$ cat src/rtl/integer_to_text_formatter_defines.svh
// Assertion helpers for the integer-to-text formatter.
// Each check is sampled on the rising edge of clk and is off while rst_n is low.
`ifndef INTEGER_TO_TEXT_FORMATTER_DEFINES_SVH
`define INTEGER_TO_TEXT_FORMATTER_DEFINES_SVH

// Check that holds in the same cycle as the trigger.
`define ITF_ASSERT_NOW(lbl, ante, cons) \
    lbl: assert property (@(posedge clk) disable iff (!rst_n) (ante) |-> (cons)) \
        else $error("formatter check failed");

// Check that holds in the cycle after the trigger.
`define ITF_ASSERT_NEXT(lbl, ante, cons) \
    lbl: assert property (@(posedge clk) disable iff (!rst_n) (ante) |=> (cons)) \
        else $error("formatter check failed");

`endif

$ cat src/rtl/itf_pkg.sv
`default_nettype none

package itf_pkg;

    localparam int ITF_VALUE_BITS = 32;
    localparam int ITF_MAX_CHARS  = 64;
    localparam int ITF_MAX_PREC   = 61;
    localparam int ITF_ADDR_W     = 5;
    localparam int ITF_DATA_W     = 32;

    // Register indexes on the configuration port
    localparam logic [2:0] REG_BASE_SELECT  = 3'd0;
    localparam logic [2:0] REG_UPPER_CASE   = 3'd1;
    localparam logic [2:0] REG_LEFT_JUSTIFY = 3'd2;
    localparam logic [2:0] REG_SIGN_MODE    = 3'd3;
    localparam logic [2:0] REG_ALT_FORM     = 3'd4;
    localparam logic [2:0] REG_ZERO_FILL    = 3'd5;
    localparam logic [2:0] REG_FIELD_WIDTH  = 3'd6;
    localparam logic [2:0] REG_MIN_DIGITS   = 3'd7;

    // Radix codes
    localparam logic [1:0] BASE_BIN = 2'd0;
    localparam logic [1:0] BASE_OCT = 2'd1;
    localparam logic [1:0] BASE_DEC = 2'd2;
    localparam logic [1:0] BASE_HEX = 2'd3;

    // Sign modes for non-negative values
    localparam logic [1:0] SIGN_NONE  = 2'd0;
    localparam logic [1:0] SIGN_PLUS  = 2'd1;
    localparam logic [1:0] SIGN_SPACE = 2'd2;

    // ASCII characters
    localparam logic [7:0] CH_SPACE   = 8'h20;
    localparam logic [7:0] CH_PLUS    = 8'h2b;
    localparam logic [7:0] CH_MINUS   = 8'h2d;
    localparam logic [7:0] CH_ZERO    = 8'h30;
    localparam logic [7:0] CH_UPPER_A = 8'h41;
    localparam logic [7:0] CH_UPPER_B = 8'h42;
    localparam logic [7:0] CH_UPPER_X = 8'h58;
    localparam logic [7:0] CH_LOWER_A = 8'h61;
    localparam logic [7:0] CH_LOWER_B = 8'h62;
    localparam logic [7:0] CH_LOWER_X = 8'h78;

    typedef struct packed {
        logic [1:0] base_select;
        logic       upper_case;
        logic       left_justify;
        logic [1:0] sign_mode;
        logic       alt_form;
        logic       zero_fill;
        logic [6:0] field_width;
        logic [5:0] min_digits;
    } itf_cfg_t;

    // Commands from the sequencer to the digit unit
    typedef struct packed {
        logic       load;
        logic       shift;
        logic [1:0] base_select;
    } itf_conv_cmd_t;

    function automatic logic [4:0] itf_radix(input logic [1:0] sel);
        logic [4:0] r;
        unique case (sel)
            BASE_BIN: r = 5'd2;
            BASE_OCT: r = 5'd8;
            BASE_DEC: r = 5'd10;
            BASE_HEX: r = 5'd16;
        endcase
        return r;
    endfunction

    function automatic logic [7:0] itf_digit_char(input logic [3:0] d, input logic uc);
        logic [7:0] c;
        if (d < 4'd10) begin
            c = CH_ZERO + {4'b0000, d};
        end else begin
            c = (uc ? CH_UPPER_A : CH_LOWER_A) + {4'b0000, d} - 8'd10;
        end
        return c;
    endfunction

endpackage

`default_nettype wire

$ cat src/rtl/itf_cfg_regs.sv
`default_nettype none

module itf_cfg_regs
    import itf_pkg::*;
(
    input  wire logic                  clk,
    input  wire logic                  rst_n,
    input  wire logic                  psel,
    input  wire logic                  penable,
    input  wire logic                  pwrite,
    input  wire logic [ITF_ADDR_W-1:0] paddr,
    input  wire logic [ITF_DATA_W-1:0] pwdata,
    output logic      [ITF_DATA_W-1:0] prdata,
    output logic                       pready,
    output itf_cfg_t                   cfg
);

    itf_cfg_t   cfg_reg;
    itf_cfg_t   cfg_next;
    logic       wr_en;
    logic [2:0] reg_idx;

    assign wr_en   = psel && penable && pwrite;
    assign reg_idx = paddr[ITF_ADDR_W-1:2];
    assign pready  = 1'b1;
    assign cfg     = cfg_reg;

    // Update the addressed register on the access beat
    always_comb
    begin
        cfg_next = cfg_reg;
        if (wr_en)
        begin
            unique case (reg_idx)
                REG_BASE_SELECT:  cfg_next.base_select  = pwdata[1:0];
                REG_UPPER_CASE:   cfg_next.upper_case   = pwdata[0];
                REG_LEFT_JUSTIFY: cfg_next.left_justify = pwdata[0];
                REG_SIGN_MODE:    cfg_next.sign_mode    = pwdata[1:0];
                REG_ALT_FORM:     cfg_next.alt_form     = pwdata[0];
                REG_ZERO_FILL:    cfg_next.zero_fill    = pwdata[0];
                REG_FIELD_WIDTH:  cfg_next.field_width  = pwdata[6:0];
                REG_MIN_DIGITS:   cfg_next.min_digits   = pwdata[5:0];
            endcase
        end
    end

    always_ff @(posedge clk or negedge rst_n)
    begin
        if (!rst_n)
        begin
            cfg_reg.base_select  <= BASE_DEC;
            cfg_reg.upper_case   <= 1'b0;
            cfg_reg.left_justify <= 1'b0;
            cfg_reg.sign_mode    <= SIGN_NONE;
            cfg_reg.alt_form     <= 1'b0;
            cfg_reg.zero_fill    <= 1'b0;
            cfg_reg.field_width  <= 7'd0;
            cfg_reg.min_digits   <= 6'd1;
        end
        else
        begin
            cfg_reg <= cfg_next;
        end
    end

    // Read back the addressed register
    always_comb
    begin
        unique case (reg_idx)
            REG_BASE_SELECT:  prdata = ITF_DATA_W'(cfg_reg.base_select);
            REG_UPPER_CASE:   prdata = ITF_DATA_W'(cfg_reg.upper_case);
            REG_LEFT_JUSTIFY: prdata = ITF_DATA_W'(cfg_reg.left_justify);
            REG_SIGN_MODE:    prdata = ITF_DATA_W'(cfg_reg.sign_mode);
            REG_ALT_FORM:     prdata = ITF_DATA_W'(cfg_reg.alt_form);
            REG_ZERO_FILL:    prdata = ITF_DATA_W'(cfg_reg.zero_fill);
            REG_FIELD_WIDTH:  prdata = ITF_DATA_W'(cfg_reg.field_width);
            REG_MIN_DIGITS:   prdata = ITF_DATA_W'(cfg_reg.min_digits);
        endcase
    end

endmodule

`default_nettype wire

$ cat src/rtl/itf_digit_conv.sv
`default_nettype none

// Radix conversion unit. The magnitude is shifted in MSB first, one bit per
// cycle; every digit doubles and takes the carry of the digit below it. The
// carry out of a digit depends only on that digit (d >= radix/2), so all
// digits update side by side with no ripple. Afterwards the digit string
// shifts up one digit per command and the top digit is read out.
module itf_digit_conv
    import itf_pkg::*;
#(
    parameter  int VALUE_BITS = ITF_VALUE_BITS,
    localparam int NDW        = $clog2(VALUE_BITS + 1)
)
(
    input  wire logic                  clk,
    input  wire logic                  rst_n,
    input  wire itf_conv_cmd_t         cmd,
    input  wire logic [VALUE_BITS-1:0] mag,
    output logic                       done,
    output logic      [NDW-1:0]        ndig,
    output logic      [3:0]            top_digit
);

    logic [VALUE_BITS-1:0] mag_reg;
    logic [VALUE_BITS-1:0] mag_next;
    logic [3:0]            dig_reg  [VALUE_BITS];
    logic [3:0]            dig_next [VALUE_BITS];
    logic [3:0]            dig_step [VALUE_BITS];
    logic [VALUE_BITS-1:0] ge;
    logic [VALUE_BITS-1:0] nz;
    logic [VALUE_BITS-1:0] live_reg;
    logic [VALUE_BITS-1:0] live_next;
    logic [NDW-1:0]        ndig_reg;
    logic [NDW-1:0]        ndig_next;
    logic [NDW-1:0]        step_reg;
    logic [NDW-1:0]        step_next;
    logic                  active_reg;
    logic                  active_next;
    logic [4:0]            radix;
    logic [3:0]            half;

    assign radix     = itf_radix(cmd.base_select);
    assign half      = radix[4:1];
    assign done      = active_reg && (step_reg == NDW'(1));
    assign ndig      = ndig_reg;
    assign top_digit = dig_reg[VALUE_BITS-1];

    // Double every digit and add the carry from below
    always_comb
    begin
        for (int i = 0; i < VALUE_BITS; i++)
        begin
            ge[i] = (dig_reg[i] >= half);
        end
        for (int i = 0; i < VALUE_BITS; i++)
        begin
            if (i == 0)
            begin
                dig_step[i] = 4'({dig_reg[i], mag_reg[VALUE_BITS-1]}
                                 - (ge[i] ? radix : 5'd0));
            end
            else
            begin
                dig_step[i] = 4'({dig_reg[i], ge[i-1]} - (ge[i] ? radix : 5'd0));
            end
            nz[i] = (dig_step[i] != 4'd0);
        end
    end

    // Load, step, or shift the digit string up
    always_comb
    begin
        mag_next    = mag_reg;
        dig_next    = dig_reg;
        live_next   = live_reg;
        ndig_next   = ndig_reg;
        step_next   = step_reg;
        active_next = active_reg;
        if (cmd.load)
        begin
            mag_next = mag;
            for (int i = 0; i < VALUE_BITS; i++)
            begin
                dig_next[i] = 4'd0;
            end
            live_next   = '0;
            ndig_next   = '0;
            step_next   = NDW'(VALUE_BITS);
            active_next = 1'b1;
        end
        else if (active_reg)
        begin
            mag_next  = mag_reg << 1;
            dig_next  = dig_step;
            live_next = live_reg | nz;
            // At most one new leading digit appears per step
            ndig_next = ndig_reg + NDW'(|(nz & ~live_reg));
            step_next = step_reg - NDW'(1);
            if (step_reg == NDW'(1))
            begin
                active_next = 1'b0;
            end
        end
        else if (cmd.shift)
        begin
            dig_next[0] = 4'd0;
            for (int i = 1; i < VALUE_BITS; i++)
            begin
                dig_next[i] = dig_reg[i-1];
            end
        end
    end

    // Hold control state
    always_ff @(posedge clk or negedge rst_n)
    begin
        if (!rst_n)
        begin
            active_reg <= 1'b0;
            step_reg   <= '0;
        end
        else
        begin
            active_reg <= active_next;
            step_reg   <= step_next;
        end
    end

    // Hold the working value and digits
    always_ff @(posedge clk)
    begin
        mag_reg  <= mag_next;
        dig_reg  <= dig_next;
        live_reg <= live_next;
        ndig_reg <= ndig_next;
    end

endmodule

`default_nettype wire

$ cat src/rtl/integer_to_text_formatter.sv
// Sequence: conversion of the magnitude one bit per cycle, a layout step, align
// shifts when the precision is below VALUE_BITS, then the character phases,
// each character passing through the output register. Busy holds off the
// next item until the final character beat. The receiver cannot stall: each
// character shows for one cycle.
// Reset loads default configuration and returns the sequencer to idle.
`default_nettype none

module integer_to_text_formatter
    import itf_pkg::*;
#(
    parameter int VALUE_BITS = ITF_VALUE_BITS
)
(
    input  wire logic                  clk,
    input  wire logic                  rst_n,
    input  wire logic                  start,
    output logic                       busy,
    input  wire logic [VALUE_BITS-1:0] value,
    input  wire logic                  is_signed,
    output logic                       text_valid,
    output logic      [7:0]            text_char,
    output logic                       last,
    input  wire logic                  psel,
    input  wire logic                  penable,
    input  wire logic                  pwrite,
    input  wire logic [ITF_ADDR_W-1:0] paddr,
    input  wire logic [ITF_DATA_W-1:0] pwdata,
    output logic      [ITF_DATA_W-1:0] prdata,
    output logic                       pready
);

`include "integer_to_text_formatter_defines.svh"

    localparam int NDW = $clog2(VALUE_BITS + 1);
    localparam int CW  = $clog2(ITF_MAX_CHARS + 1);

    typedef enum logic [3:0] {
        S_IDLE,
        S_CONV,
        S_LAYOUT,
        S_ALIGN,
        S_LPAD,
        S_SIGN,
        S_PFX0,
        S_PFX1,
        S_ZPAD,
        S_DIG,
        S_RPAD
    } state_t;

    itf_cfg_t              cfg;
    itf_conv_cmd_t         conv_cmd;
    logic                  conv_done;
    logic [NDW-1:0]        conv_ndig;
    logic [3:0]            top_digit;
    logic                  in_neg;
    logic [VALUE_BITS-1:0] in_mag;
    logic                  shift_cmd;

    state_t         state_reg, state_next;
    logic [CW-1:0]  cnt_reg, cnt_next;
    logic [CW-1:0]  left_reg, left_next;
    logic [CW-1:0]  prec_reg, prec_next;
    logic [CW-1:0]  pad_reg, pad_next;
    logic           neg_reg, neg_next;
    logic           sgn_reg, sgn_next;
    logic [7:0]     sch_reg, sch_next;
    logic           pfx_reg, pfx_next;
    logic           text_valid_reg, text_valid_next;
    logic [7:0]     text_char_reg, text_char_next;
    logic           last_reg, last_next;

    logic           oct_extra;
    logic [CW-1:0]  ndig_eff;
    logic [CW-1:0]  prec_cfg;
    logic [CW-1:0]  prec_l;
    logic [CW-1:0]  len_l;
    logic [CW-1:0]  width_l;
    logic [CW-1:0]  pad_l;
    logic [CW-1:0]  total_l;
    logic           pfx_l;
    logic           sgn_l;
    logic [7:0]     sch_l;
    logic           emit;
    logic [7:0]     emit_ch;

    itf_cfg_regs u_cfg (
        .clk     (clk),
        .rst_n   (rst_n),
        .psel    (psel),
        .penable (penable),
        .pwrite  (pwrite),
        .paddr   (paddr),
        .pwdata  (pwdata),
        .prdata  (prdata),
        .pready  (pready),
        .cfg     (cfg)
    );

    itf_digit_conv #(
        .VALUE_BITS (VALUE_BITS)
    ) u_conv (
        .clk       (clk),
        .rst_n     (rst_n),
        .cmd       (conv_cmd),
        .mag       (in_mag),
        .done      (conv_done),
        .ndig      (conv_ndig),
        .top_digit (top_digit)
    );

    // Take the magnitude of the incoming value
    assign in_neg = is_signed && value[VALUE_BITS-1];
    assign in_mag = in_neg ? (~value + VALUE_BITS'(1)) : value;

    assign busy                 = (state_reg != S_IDLE);
    assign conv_cmd.load        = start && (state_reg == S_IDLE);
    assign conv_cmd.shift       = shift_cmd;
    assign conv_cmd.base_select = cfg.base_select;

    assign text_valid = text_valid_reg;
    assign text_char  = text_char_reg;
    assign last       = last_reg;

    // Lay out the field once the digit count is known
    always_comb
    begin
        oct_extra = cfg.alt_form && (cfg.base_select == BASE_OCT)
                    && (conv_ndig != NDW'(0));
        ndig_eff  = CW'(conv_ndig) + CW'(oct_extra);
        prec_cfg  = (cfg.min_digits > 6'(ITF_MAX_PREC)) ? CW'(ITF_MAX_PREC)
                                                        : CW'(cfg.min_digits);
        prec_l    = (ndig_eff > prec_cfg) ? ndig_eff : prec_cfg;
        pfx_l     = cfg.alt_form
                    && ((cfg.base_select == BASE_HEX) || (cfg.base_select == BASE_BIN));
        sgn_l     = neg_reg || (cfg.sign_mode == SIGN_PLUS)
                    || (cfg.sign_mode == SIGN_SPACE);
        sch_l     = neg_reg ? CH_MINUS
                    : ((cfg.sign_mode == SIGN_PLUS) ? CH_PLUS : CH_SPACE);
        len_l     = prec_l + (pfx_l ? CW'(2) : CW'(0)) + CW'(sgn_l);
        width_l   = (cfg.field_width > CW'(ITF_MAX_CHARS)) ? CW'(ITF_MAX_CHARS)
                                                           : cfg.field_width;
        pad_l     = (width_l > len_l) ? (width_l - len_l) : CW'(0);
        total_l   = pad_l + len_l;
    end

    // Sequence the phases and pick the character for this beat
    always_comb
    begin
        state_next = state_reg;
        cnt_next   = cnt_reg;
        left_next  = left_reg;
        prec_next  = prec_reg;
        pad_next   = pad_reg;
        neg_next   = neg_reg;
        sgn_next   = sgn_reg;
        sch_next   = sch_reg;
        pfx_next   = pfx_reg;
        emit       = 1'b0;
        emit_ch    = CH_ZERO;
        shift_cmd  = 1'b0;

        unique case (state_reg)
            S_IDLE:
            begin
                if (start)
                begin
                    neg_next   = in_neg;
                    state_next = S_CONV;
                end
            end
            S_CONV:
            begin
                if (conv_done)
                begin
                    state_next = S_LAYOUT;
                end
            end
            S_LAYOUT:
            begin
                prec_next = prec_l;
                pad_next  = pad_l;
                sgn_next  = sgn_l;
                sch_next  = sch_l;
                pfx_next  = pfx_l;
                left_next = total_l;
                // Bring digit prec-1 to the top of the digit string
                cnt_next  = (prec_l < CW'(VALUE_BITS)) ? (CW'(VALUE_BITS) - prec_l)
                                                       : CW'(0);
                state_next = (total_l == CW'(0)) ? S_IDLE : S_ALIGN;
            end
            S_ALIGN:
            begin
                if (cnt_reg != CW'(0))
                begin
                    shift_cmd = 1'b1;
                    cnt_next  = cnt_reg - CW'(1);
                end
                else
                begin
                    cnt_next   = (!cfg.left_justify && !cfg.zero_fill) ? pad_reg : CW'(0);
                    state_next = S_LPAD;
                end
            end
            S_LPAD:
            begin
                if (cnt_reg != CW'(0))
                begin
                    emit     = 1'b1;
                    emit_ch  = CH_SPACE;
                    cnt_next = cnt_reg - CW'(1);
                end
                else
                begin
                    state_next = S_SIGN;
                end
            end
            S_SIGN:
            begin
                emit       = sgn_reg;
                emit_ch    = sch_reg;
                state_next = S_PFX0;
            end
            S_PFX0:
            begin
                emit       = pfx_reg;
                emit_ch    = CH_ZERO;
                state_next = S_PFX1;
            end
            S_PFX1:
            begin
                emit = pfx_reg;
                if (cfg.base_select == BASE_HEX)
                begin
                    emit_ch = cfg.upper_case ? CH_UPPER_X : CH_LOWER_X;
                end
                else
                begin
                    emit_ch = cfg.upper_case ? CH_UPPER_B : CH_LOWER_B;
                end
                cnt_next   = (!cfg.left_justify && cfg.zero_fill) ? pad_reg : CW'(0);
                state_next = S_ZPAD;
            end
            S_ZPAD:
            begin
                if (cnt_reg != CW'(0))
                begin
                    emit     = 1'b1;
                    emit_ch  = CH_ZERO;
                    cnt_next = cnt_reg - CW'(1);
                end
                else
                begin
                    cnt_next   = prec_reg;
                    state_next = S_DIG;
                end
            end
            S_DIG:
            begin
                if (cnt_reg != CW'(0))
                begin
                    emit     = 1'b1;
                    cnt_next = cnt_reg - CW'(1);
                    // Digits above the conversion width are leading zeros
                    if (cnt_reg > CW'(VALUE_BITS))
                    begin
                        emit_ch = CH_ZERO;
                    end
                    else
                    begin
                        emit_ch   = itf_digit_char(top_digit, cfg.upper_case);
                        shift_cmd = 1'b1;
                    end
                end
                else
                begin
                    cnt_next   = cfg.left_justify ? pad_reg : CW'(0);
                    state_next = S_RPAD;
                end
            end
            S_RPAD:
            begin
                if (cnt_reg != CW'(0))
                begin
                    emit     = 1'b1;
                    emit_ch  = CH_SPACE;
                    cnt_next = cnt_reg - CW'(1);
                end
                else
                begin
                    state_next = S_IDLE;
                end
            end
            default:
            begin
                state_next = S_IDLE;
            end
        endcase

        // Count down the characters; drop back to idle after the final one
        if (emit)
        begin
            left_next = left_reg - CW'(1);
            if (left_reg == CW'(1))
            begin
                state_next = S_IDLE;
            end
        end

        text_valid_next = emit;
        text_char_next  = emit_ch;
        last_next       = emit && (left_reg == CW'(1));
    end

    // Hold state and registered outputs
    always_ff @(posedge clk or negedge rst_n)
    begin
        if (!rst_n)
        begin
            state_reg      <= S_IDLE;
            cnt_reg        <= '0;
            left_reg       <= '0;
            text_valid_reg <= 1'b0;
            last_reg       <= 1'b0;
            prec_reg       <= '0;
            pad_reg        <= '0;
            neg_reg        <= 1'b0;
            sgn_reg        <= 1'b0;
            sch_reg        <= CH_SPACE;
            pfx_reg        <= 1'b0;
            text_char_reg  <= CH_SPACE;
        end
        else
        begin
            state_reg      <= state_next;
            cnt_reg        <= cnt_next;
            left_reg       <= left_next;
            text_valid_reg <= text_valid_next;
            last_reg       <= last_next;
            prec_reg       <= prec_next;
            pad_reg        <= pad_next;
            neg_reg        <= neg_next;
            sgn_reg        <= sgn_next;
            sch_reg        <= sch_next;
            pfx_reg        <= pfx_next;
            text_char_reg  <= text_char_next;
        end
    end

    // The final beat frees the block; any earlier beat keeps it busy
    `ITF_ASSERT_NOW(a_last_frees, text_valid && last, !busy)
    `ITF_ASSERT_NOW(a_mid_busy, text_valid && !last, busy)
    // An accepted item starts work at once
    `ITF_ASSERT_NEXT(a_accept_busy, start && !busy, busy)
    // No beat directly follows the final one
    `ITF_ASSERT_NEXT(a_last_gap, text_valid && last, !text_valid)

endmodule

`default_nettype wire

$ cat config.mk
export PLATFORM = sky130hd
export DESIGN_NAME = integer_to_text_formatter
export DESIGN_NICKNAME = d
export VERILOG_FILES = /design/src/rtl/itf_pkg.sv /design/src/rtl/itf_cfg_regs.sv /design/src/rtl/itf_digit_conv.sv /design/src/rtl/integer_to_text_formatter.sv
export VERILOG_INCLUDE_DIRS = /design/src /design/src/rtl
export SDC_FILE = /design/constraint.sdc
export NUM_CORES = 1
export LEC_CHECK = 0
export BUFFER_PORTS_ARGS = -buffer_cell sky130_fd_sc_hd__buf_2
export CORE_MARGIN = 5
export CORE_UTILIZATION = 50
export CTS_BUF_LIST = sky130_fd_sc_hd__clkbuf_16
export DETAILED_ROUTE_END_ITERATION = 12
export PLACE_DENSITY = 0.7
export SLEW_MARGIN = 10
export SYNTH_ARGS = -nofsm -noshare
export SYNTH_HDL_FRONTEND = slang
export SYNTH_SLANG_ARGS = --single-unit
export TNS_END_PERCENT = 100
$ cat constraint.sdc
create_clock -name clk -period 9.3 [get_ports clk]
set_input_delay 0.465 -clock clk [delete_from_list [all_inputs] [get_ports clk]]
set_output_delay 0.465 -clock clk [all_outputs]
set_load 0.03 [all_outputs]
==> metrics.md, run 1 <==
| Metric | Value |
|---|---|
| Status | `finished clean` |
| Fin cells | `2785` |
| Post-Synth XOR/XNOR Area | `4.81%` |
| First DRT Iteration DRCs | `889` |
| Primary FF master, synth | `dfxtp_1` |
| CTS root buf | `clkbuf_16` |
| TritonRoute pass-1 iters | `7` |
| Drt total wl | `48300 um` |
| Largest net degree at the start of global routing | `113` |
| Flop2flop setup slack | `1.20 ns` |
| Total CTS buffers | `34` |
| Number of buffers added on ports | `65` |
| Largest cells by area after synthesis | `dfxtp_1, ha_1, a211oi_1` |
| Synth async-reset ratio | `27.5%` |
| CTS tree | `yes` |
| DP Area | `19700 um2` |
| Distinct cell type count after synthesis | `90` |
| Worst-margin pin slew | `1.09 ns` |
| Final min period | `8.10 ns` |
| Worst path bufs/invs | `3` |
| Die height | `206 um` |
| Critical Path Fanout Max | `9` |
| Synth top cells by count | `nor2_1, a211oi_1, ha_1` |
| DR DRC count | `0` |
| IO Pins | `120` |
| Nets | `2525` |
| Syn. warnings | `0` |
| Clock latency on the worst-skew pair | `0.55 ns` |
| Tot Pwr | `6390 uW` |
| RR Endpoint | `state_reg[0]` |
| Power per cell area | `307 nW/um2` |
| Via count | `16500` |
| Synth Area in Compound Gates | `22.5%` |
| VDD IR max | `160 uV` |
| Share of layout cells above drive strength 1 | `8.31%` |
| Postcts setup bufs | `0` |
| GR Overflow Total | `0` |
| Req. time, crit path | `9.71 ns` |
| Final Hold Violating Endpoints | `0` |
| Slowest CP cell | `or4_1` |
| DR WL/cell | `17.4 um` |
| RSZ-0062 raised after global routing | `no` |
| CP most frequent cell | `ha_1` |
| # diodes | `0` |
| Detail Route Antenna Nets | `0` |
| Clock sink total | `273` |
| Cells after DPL | `2724` |
| CTS H-Tree Depth | `2` |
| Worst Setup End Kind | `flop` |
| Synthesized flop and latch total | `273` |
| Clock buffer depth | `3` |
| Final setup margin | `1.20 ns` |
| Clk slew on worst S/H paths | `0.06 ns` |
| Die Area | `42300 um2` |
| Max-Cap Viols | `0` |
| Endpoints failing setup | `0` |
| Sequential-to-total area share from yosys stat | `32.2%` |
| Critical path class | `flop to flop` |
| Skew final | `0.0201 ns` |
| EDFF count, synth | `32` |
| Final Instance Area | `20800 um2` |
| Final GP Congestion | `0.901` |
| Post-CTS sizing | `0` |
| Fin. max-slew vios | `0` |
| Max reg flops | `124` |
| Worst r2r path cells | `31` |
| Share of the synthesized area in the top cell type | `17.4%` |
| Mux contribution to synthesized area | `2.16%` |
| Width of the die | `206 um` |
| Most frequent cell after synthesis | `nor2_1` |
| P&R area growth vs syn | `8.89%` |
| Post-CTS Hold Fix Bufs | `0` |
| Initial Util | `50.8%` |
| F_max | `0.123 GHz` |
| Lkg Pwr | `0.00887 uW` |
| Startpoint Class | `flop` |
| Setup_tns | `0 ns` |
| Worst R2R Start | `u_conv.ndig[1]` |
| Synthesized cell area | `19100 um2` |
| Post-DP HPWL | `33500 um` |
| Crit-path leading delay family | `compound AO/OA/AOI/OAI gates` |
| Cell accounting for the most synthesized area | `dfxtp_1` |
| Post-synthesis adder-cell area fraction | `13.2%` |
| Post-Place Setup Slack | `1.32 ns` |
| Vias in the first global route | `16200` |
| Crit share post-route | `87.1%` |
| CORE AREA | `37700 um2` |
| Worst slew margin | `27.4%` |
| Initial antenna violation count | `2` |
| Rows | `71` |
| First-pass GRT wire length | `81100 um` |
| Post-Syn Instances | `2254` |
| CP arrival | `8.52 ns` |
| Mean cell area of the mapped netlist | `8.48 um2` |
| Worst path max stage delay | `0.57 ns` |
| HP Class | `input port to async pin` |
| Total track usage | `22.9%` |
| Simple-Gate Fraction of Synth Area | `19.3%` |
| Via-to-Cell Ratio | `5.92` |
| Largest family of logic cells by synthesized area | `compound AO/OA/AOI/OAI gates` |
## cells in the final DEF (no fill, tap or decap), types with 13 or more instances in the layout
cell,n
nor2b_1,78
nand4_1,25
nor3_1,30
and3_1,13
a21o_1,25
nor4b_1,33
xor2_1,33
a211oi_1,258
buf_2,64
nand2_1,151
a31oi_1,21
nor2_1,270
buf_4,19
conb_1,27
clkbuf_16,36
inv_1,114
nor4_1,13
and2_1,22
o21ai_0,109
o21bai_1,29
nand3_1,43
nand2b_1,14
dfxtp_1,166
dfrtp_1,71
a21oi_1,103
xnor2_1,72
ha_1,196
edfxtp_1,32
mux2_2,22
## worst max path at each step
stage                     slack [ns]      startpoint            to  cells after the start
final                           1.20  u_conv.ndig[1]  state_reg[0]                     31
after global placement          1.40  u_conv.ndig[5]  state_reg[0]                     31
after global routing            0.63  u_conv.ndig[1]  state_reg[0]                     32
after CTS                       1.28  u_conv.ndig[5]  state_reg[0]                     31
after floorplan                 2.02  u_conv.ndig[5]  state_reg[0]                     30
after detailed placement        1.32  u_conv.ndig[5]  state_reg[0]                     31
## routing by layer
| layer | vias to the layer above | track usage [%] | wire length, um |
|---|---|---|---|
| met1 | 7884 | 31.2 | 22800 |
| li1 | 8193 | - | - |
| met4 | 4 | 7.18 | 1300 |
| met5 | - | 0 | 21 |
| met2 | 322 | 37.0 | 22100 |
| met3 | 93 | 4.16 | 2110 |
## through the flow
| stage | hold WS (ns) | util, % |
|---|---|---|
| finish | 0.0613 | 55.3 |
| floorplan | 0.169 | - |
| CTS | 0.0926 | 55.3 |
| global route | 0.146 | 55.3 |
| detailed placement | 0.457 | 52.2 |
| global placement | 0.447 | 52.2 |
## power breakdown
group          internal, uW  switching (uW)
logic                  1420            1760
clock network           841             533
registers              1540             298
total                  3800            2590
## cell families after synthesis
logic type      after synthesis
simple gates                744
fa+ha+maj                   200
xor+xnor                    105
buf+inv                     259
flops                       273
other cells                   2
mux                          36
compound gates              635
## cell type report
class                   count  area (um2)
multi-input cells        1747       12000
repair buffers             83         463
flip-flops and latches    273        6170
well taps                 511         639
inverters                 110         413
clock inverters            25         256
fillers                  3424       16800
clock buffers              36         901
## worst reg2reg max path, delay by kind of cell, from the launching register on
family          cells  cell delay [ns]
xor+xnor            3             0.52
buf+inv             3             0.35
simple gates        9             2.24
fa+ha+maj           6             1.85
flops               1             0.38
compound gates     10             2.64
(Power assumes the default switching activity.)
==> run 2: changes to the inputs <==
- ABC_AREA: default -> 1
- CORE_MARGIN: 5 -> 2
==> metrics.md, run 2 <==
| Metric | Value |
|---|---|
| Max reg flops | `124 (unchanged)` |
| Power per cell area | `405 nW/um2 (+32%)` |
| Multi-input gate area | `11200 um2 (-6.8%)` |
| Hold Crit Start | `pwdata[6]` |
| Mean cell area of the mapped netlist | `7.26 um2 (-14%)` |
| Vias in the first global route | `16100 (-0.74%)` |
| TritonRoute pass-1 iters | `5 (-2)` |
| Die height | `200 um (-2.7%)` |
| Largest family of logic cells by synthesized area | `simple AND/OR/NAND/NOR gates` |
| CTS H-Tree Depth | `2 (unchanged)` |
| Synth Area in Compound Gates | `16.7% (-5.8 points)` |
| Drt total wl | `46200 um (-4.3%)` |
| Primary FF master, synth | `dfxtp_1` |
| Worst slew margin | `31.4% (+4.0 points)` |
| Setup_tns | `0 ns (unchanged)` |
| Total track usage | `23.7% (+0.85 points)` |
| Post-DP HPWL | `31200 um (-7.0%)` |
| Clk slew on worst S/H paths | `0.06 ns (about the same)` |
| Max-Cap Viols | `0 (unchanged)` |
| Synth async-reset ratio | `27.5% (unchanged)` |
| CTS tree | `yes` |
| Width of the die | `200 um (-2.7%)` |
| Worst Hold Path EP | `u_cfg.cfg[12]` |
| Post-Synth XOR/XNOR Area | `4.93% (+0.12 points)` |
| Skew final | `0.0148 ns (-0.00534 ns)` |
| Via count | `16900 (+2.2%)` |
| Cells after DPL | `3130 (+15%)` |
| HP Class | `input port to flop` |
| Synthesized flop and latch total | `273 (unchanged)` |
| Worst r2r path cells | `51 (+65%)` |
| EDFF count, synth | `32 (unchanged)` |
| P&R area growth vs syn | `8.30%` |
| Clock latency on the worst-skew pair | `0.53 ns (-0.02 ns)` |
| Post-synthesis adder-cell area fraction | `13.2% (-0.055 points)` |
| Flop2flop setup slack | `2.08 ns (+0.88 ns)` |
| Crit share post-route | `77.7% (-9.5 points)` |
| CP arrival | `7.61 ns (-0.91 ns)` |
| Distinct cell type count after synthesis | `59 (-34%)` |
| CORE AREA | `37800 um2 (+0.24%)` |
| Final Hold Violating Endpoints | `0 (unchanged)` |
| Crit path from | `u_cfg.cfg[20]` |
| CTS root buf | `clkbuf_16` |
| Most frequent cell after synthesis | `nand2_1` |
| RR Endpoint | `state_reg[0]` |
| Final min period | `7.22 ns (-0.883 ns)` |
| Commonest non-fill, non-tap cell in the layout | `nand2_1` |
| Cell accounting for the most synthesized area | `dfxtp_1` |
| Initial antenna violation count | `1 (-1)` |
| Worst-margin pin slew | `1.03 ns (-0.0602 ns)` |
| VDD IR max | `184 uV (+16%)` |
| Rows | `71 (unchanged)` |
| Post-Syn Instances | `2645 (+17%)` |
| Slowest CP cell | `dfstp_2` |
| Register Area | `6170 um2 (unchanged)` |
| F_max | `0.138 GHz (+12%)` |
| Worst path max stage delay | `0.56 ns (about the same)` |
| Detail Route Antenna Nets | `0 (unchanged)` |
| Hold Path Stages | `3` |
| Share of layout cells above drive strength 1 | `7.53% (-0.78 points)` |
| Clock sink total | `273 (unchanged)` |
| Critical Path Fanout Max | `8 (-1)` |
| Fin. max-slew vios | `0 (unchanged)` |
| Syn. warnings | `0 (unchanged)` |
| CP most frequent cell | `nand2_1` |
| DR DRC count | `0 (unchanged)` |
| Final GP Congestion | `0.901 (about the same)` |
| Startpoint Class | `flop` |
| Synth top cells by count | `nand2_1, inv_1, nor2_1` |
| Fin cells | `3193 (+15%)` |
| Number of buffers added on ports | `65 (unchanged)` |
| Total CTS buffers | `34 (unchanged)` |
| Lkg Pwr | `0.0104 uW (+17%)` |
| Die Area | `40000 um2 (-5.4%)` |
| Most frequent cells in the layout | `nand2_1, inv_1, nor2_1` |
| Initial Util | `50.9% (+0.093 points)` |
| Via-to-Cell Ratio | `5.28 (-11%)` |
| Share of the synthesized area in the top cell type | `17.3% (-0.072 points)` |
| Worst Setup End Kind | `flop` |
| Endpoints failing setup | `0 (unchanged)` |
| Critical path class | `flop to flop` |
| Nets | `2932 (+16%)` |
| DR WL/cell | `14.5 um (-17%)` |
| Largest net degree at the start of global routing | `96 (-15%)` |
| Clock buffer depth | `3 (unchanged)` |
| First DRT Iteration DRCs | `1224 (+38%)` |
| Simple-Gate Fraction of Synth Area | `22.8% (+3.5 points)` |
| # diodes | `0 (unchanged)` |
| Sequential-to-total area share from yosys stat | `32.1% (-0.13 points)` |
| Worst R2R Start | `u_cfg.cfg[20]` |
| RSZ-0062 raised after global routing | `no` |
| Req. time, crit path | `9.68 ns (-0.03 ns)` |
| Mux contribution to synthesized area | `0% (-2.2 points)` |
| GR Overflow Total | `0 (unchanged)` |
| Status | `finished clean` |
| Postcts setup bufs | `0 (unchanged)` |
| Synthesized cell area | `19200 um2 (+0.42%)` |
| Post-CTS Hold Fix Bufs | `1 (+1)` |
| Post-CTS sizing | `0 (unchanged)` |
| Largest cells by area after synthesis | `dfxtp_1, ha_1, nand2_1` |
| IO Pins | `120 (unchanged)` |
| FILL cells | `3629 (+6.0%)` |
| First-pass GRT wire length | `77900 um (-4.0%)` |
## run 2: cell types whose count changed after synthesis, sizes merged, moves of 24 or more
| cell | delta |
|---|---|
| nor2b | -78 |
| a21o | -24 |
| nor2 | +42 |
| o21ai | +56 |
| xor2 | +31 |
| a21oi | +48 |
| inv | +247 |
| a211oi | -225 |
| nand2 | +439 |
| nand3 | +41 |
| o211ai | +61 |
| nor4b | -34 |
| xnor2 | -28 |
## run 2: cell type report
| class | instances | area share, % |
|---|---|---|
| multi-input combinational | 1912 | 53.7 |
| sequential | 273 | 29.7 |
| inverter | 356 | 6.46 |
| clock buffer | 37 | 4.45 |
| tap | 511 | 3.07 |
| timing repair buffer | 79 | 2.09 |
| clock inverter | 25 | 0.542 |
## run 2: worst max path at each step
stage,to,cells past startpoint
detailed placement,state_reg[0],51
finish,state_reg[0],51
floorplan,state_reg[0],51
global route,state_reg[0],52
CTS,state_reg[0],51
global placement,state_reg[0],51
## run 2: stage by stage
step	worst slack [ns]	utilization [%]	hold slack, ns	total power [uW]	instance area, um2
floorplan	2.95	-	0.169	6090	19300
global placement	2.25	52.3	0.345	7030	19700
detailed placement	2.10	52.3	0.352	7170	19700
CTS	2.08	55.1	0.124	8460	20800
global route	1.38	55.1	0.162	9380	20800
finish	2.08	55.1	0.154	8430	20800
## run 2: worst max-delay path, delay by kind of cell, from the launching register on
family                   cells  cell delay (ns)
AO/OA/AOI/OAI                3             0.31
XOR/XNOR                     2             0.43
adder cells (fa/ha/maj)      8             2.24
buffers and inverters       12             0.95
flip-flops                   1             0.56
AND/OR/NAND/NOR             26             2.57
## run 2: power breakdown
group	internal (uW)	leakage, uW	switching (uW)	total (uW)
Sequential	1820	0.00264	398	2220
Combinational	1900	0.00717	3070	4970
Clock	715	0.000552	526	1240
## run 2: kinds of logic (layout without fill, tap and decap cells)
group / after synthesis / count (layout)
fa+ha+maj: 200 / 200
flops: 273 / 273
buf+inv: 485 / 497
other cells: 2 / 27
simple gates: 1050 / 1050
xor+xnor: 108 / 108
compound gates: 527 / 527
## run 2: routing by layer
| layer | GRT usage (%) | vias up | routed length [um] |
|---|---|---|---|
| li1 | - | 8656 | - |
| met2 | 39.2 | 358 | 21000 |
| met3 | 3.19 | 73 | 2040 |
| met1 | 32.8 | 7772 | 22300 |
| met5 | 0 | - | 15 |
| met4 | 5.93 | 2 | 935 |
==> run 3: changes to the inputs <==
- PLACE_DENSITY: 0.7 -> 0.72
- clock period: 9.3 -> 6 ns (I/O delays scaled with it)
==> metrics.md, run 3 (same netlist as run 2, synthesis figures left out) <==
| Metric | Value |
|---|---|
| Initial Util | `50.9% (unchanged)` |
| Total CTS buffers | `34 (unchanged)` |
| Worst Setup End Kind | `flop` |
| GR Overflow Total | `0 (unchanged)` |
| Internal power | `7340 uW (+65%)` |
| Clock buffer depth | `3 (unchanged)` |
| Max reg flops | `124 (unchanged)` |
| Register Area | `6170 um2 (unchanged)` |
| First-pass GRT wire length | `79200 um (+1.7%)` |
| Setup_tns | `-0.393 ns (-0.393 ns)` |
| Nets | `3005 (+2.5%)` |
| Slowest CP cell | `dfstp_2` |
| Worst r2r path cells | `55 (+7.8%)` |
| P&R area growth vs syn | `13.5%` |
| Skew final | `0.0154 ns (+0.000611 ns)` |
| F_max | `0.163 GHz (+17%)` |
| Final setup margin | `-0.153 ns (-2.23 ns)` |
| Final Instance Area | `21800 um2 (+4.8%)` |
| DP Area | `20200 um2 (+2.4%)` |
| CP arrival | `6.55 ns (-1.06 ns)` |
| Initial antenna violation count | `1 (unchanged)` |
| Sw frac | `46.9% (-0.45 points)` |
| Endpoints failing setup | `3 (+3)` |
| Flop pwr share | `24.8% (-1.5 points)` |
| RR Endpoint | `state_reg[0]` |
| Via-to-Cell Ratio | `5.31 (+0.51%)` |
| Width of the die | `200 um (unchanged)` |
| Critical path class | `flop to flop` |
| Power per cell area | `635 nW/um2 (+57%)` |
| Hold Path Stages | `3 (unchanged)` |
| Share of layout cells above drive strength 1 | `12.5% (+5.0 points)` |
| Crit share post-route | `103% (+25 points)` |
| Drt total wl | `47900 um (+3.6%)` |
| Critical Path Fanout Max | `4 (-4)` |
| Most frequent cells in the layout | `nand2_1, inv_1, nor2_1` |
| RSZ-0062 raised after global routing | `yes` |
| Die height | `200 um (unchanged)` |
| Worst slew margin | `23.1% (-8.3 points)` |
| Total track usage | `24.0% (+0.33 points)` |
| Clock power share | `14.0% (-0.7 points)` |
| IO Pins | `120 (unchanged)` |
| CORE AREA | `37800 um2 (unchanged)` |
| Worst path max stage delay | `0.53 ns (-0.03 ns)` |
| DR WL/cell | `14.7 um (+1.3%)` |
| Rows | `71 (unchanged)` |
| CTS root buf | `clkbuf_16` |
| Commonest non-fill, non-tap cell in the layout | `nand2_1` |
| HP Class | `input port to flop` |
| Via count | `17300 (+2.8%)` |
| Vias in the first global route | `16500 (+2.5%)` |
| Post-DP HPWL | `32300 um (+3.6%)` |
| Max-Cap Viols | `0 (unchanged)` |
| # diodes | `0 (unchanged)` |
| Flop2flop setup slack | `-0.15 ns (-2.23 ns)` |
| Worst-margin pin slew | `1.15 ns (+0.125 ns)` |
| Number of buffers added on ports | `65 (unchanged)` |
| VDD IR max | `246 uV (+33%)` |
| CTS H-Tree Depth | `2 (unchanged)` |
| Fin. max-slew vios | `0 (unchanged)` |
| Gate power share | `61.2% (+2.3 points)` |
| Req. time, crit path | `6.40 ns (-3.28 ns)` |
| Startpoint Class | `flop` |
| Multi-input gate area | `11600 um2 (+3.7%)` |
| Violated checks | `negative setup slack` |
| TritonRoute pass-1 iters | `6 (+1)` |
| FILL cells | `3474 (-4.3%)` |
| Worst Hold Path EP | `u_cfg.cfg[20]` |
| Hold Crit Start | `pwdata[1]` |
| Clock latency on the worst-skew pair | `0.54 ns (about the same)` |
| Final Hold Violating Endpoints | `0 (unchanged)` |
| Switching Power | `6490 uW (+62%)` |
| First DRT Iteration DRCs | `1010 (-17%)` |
| Die Area | `40000 um2 (unchanged)` |
| Final min period | `6.15 ns (-1.07 ns)` |
| Detail Route Antenna Nets | `0 (unchanged)` |
| CP most frequent cell | `inv_2` |
| Largest net degree at the start of global routing | `112 (+17%)` |
| Status | `finished, violations left` |
| Final GP Congestion | `0.918 (+1.9%)` |
| Worst R2R Start | `u_cfg.cfg[20]` |
| CTS tree | `yes` |
| Lkg Pwr | `0.0107 uW (+3.6%)` |
| DR DRC count | `0 (unchanged)` |
| Clock sink total | `273 (unchanged)` |
| Clk slew on worst S/H paths | `0.06 ns (about the same)` |
-- run 3: worst max-delay path: cells and delay by family (launching register included) --
kind	cells	cell delay [ns]
AND/OR/NAND/NOR	28	2.08
adder cells (fa/ha/maj)	8	1.82
buffers and inverters	13	0.84
flip-flops	1	0.53
XOR/XNOR	2	0.37
AO/OA/AOI/OAI	4	0.34
-- run 3: timing repair --
item / CTS / global route
pin swaps: 39 / 40
endpoints found under the setup margin: 5 / 7
buffers inserted: 10 / 8
endpoints found under the hold margin: 77 / 0
gates resized for setup: 38 / 42
hold buffers: 6 / 0
-- run 3: layout make-up --
type                            instances  area share (%)
Inverter                              356            6.19
Clock inverter                         25           0.626
Clock buffer                           36            4.14
Timing Repair Buffer                  152            4.64
Tap cell                              511            2.93
Multi-Input combinational cell       1912            53.2
Sequential cell                       273            28.3
-- run 3: power groups by stage --
stage	clock, uW	combinational [uW]	sequential, uW
3_3_place_gp	0	7740	3430
5_1_grt	2050	9680	3540
6_report	1940	8460	3430
2_1_floorplan	0	6200	3280
3_5_place_dp	0	7990	3450
4_1_cts	1980	8240	3430
-- run 3: routing by layer --
layer / part of all wire, % / track usage, % / vias to the layer above
li1: - / - / 8785
met1: 46 / 31.6 / 8125
met2: 47 / 41.2 / 343
met3: 4.2 / 3.19 / 74
met4: 2.2 / 7.46 / 2
met5: 0.015 / 0 / -
-- run 3: how the worst max path moves through the flow --
stage,from,slack [ns],end
after global routing,u_cfg.cfg[20],-0.48,state_reg[0]
after floorplan,u_cfg.cfg[20],0.004,state_reg[0]
after global placement,u_cfg.cfg[20],-0.18,state_reg[0]
final,u_cfg.cfg[20],-0.15,state_reg[0]
after detailed placement,u_cfg.cfg[20],-0.42,state_reg[0]
after CTS,u_cfg.cfg[20],-0.07,state_reg[1]
-- run 3: metrics by stage --
| step | util [%] | hold slack, ns | setup slack, ns | instances | total power, uW |
|---|---|---|---|---|---|
| final | 57.7 | 0.0474 | -0.153 | 3265 | 13800 |
| after floorplan | - | 0.00441 | 0.00374 | 2670 | 9480 |
| after global placement | 53.5 | 0.442 | -0.178 | 3180 | 11200 |
| after detailed placement | 53.5 | 0.447 | -0.421 | 3180 | 11400 |
| after CTS | 57.1 | 0.0315 | -0.0694 | 3257 | 13600 |
| after global routing | 57.7 | 0.0537 | -0.477 | 3265 | 15300 |
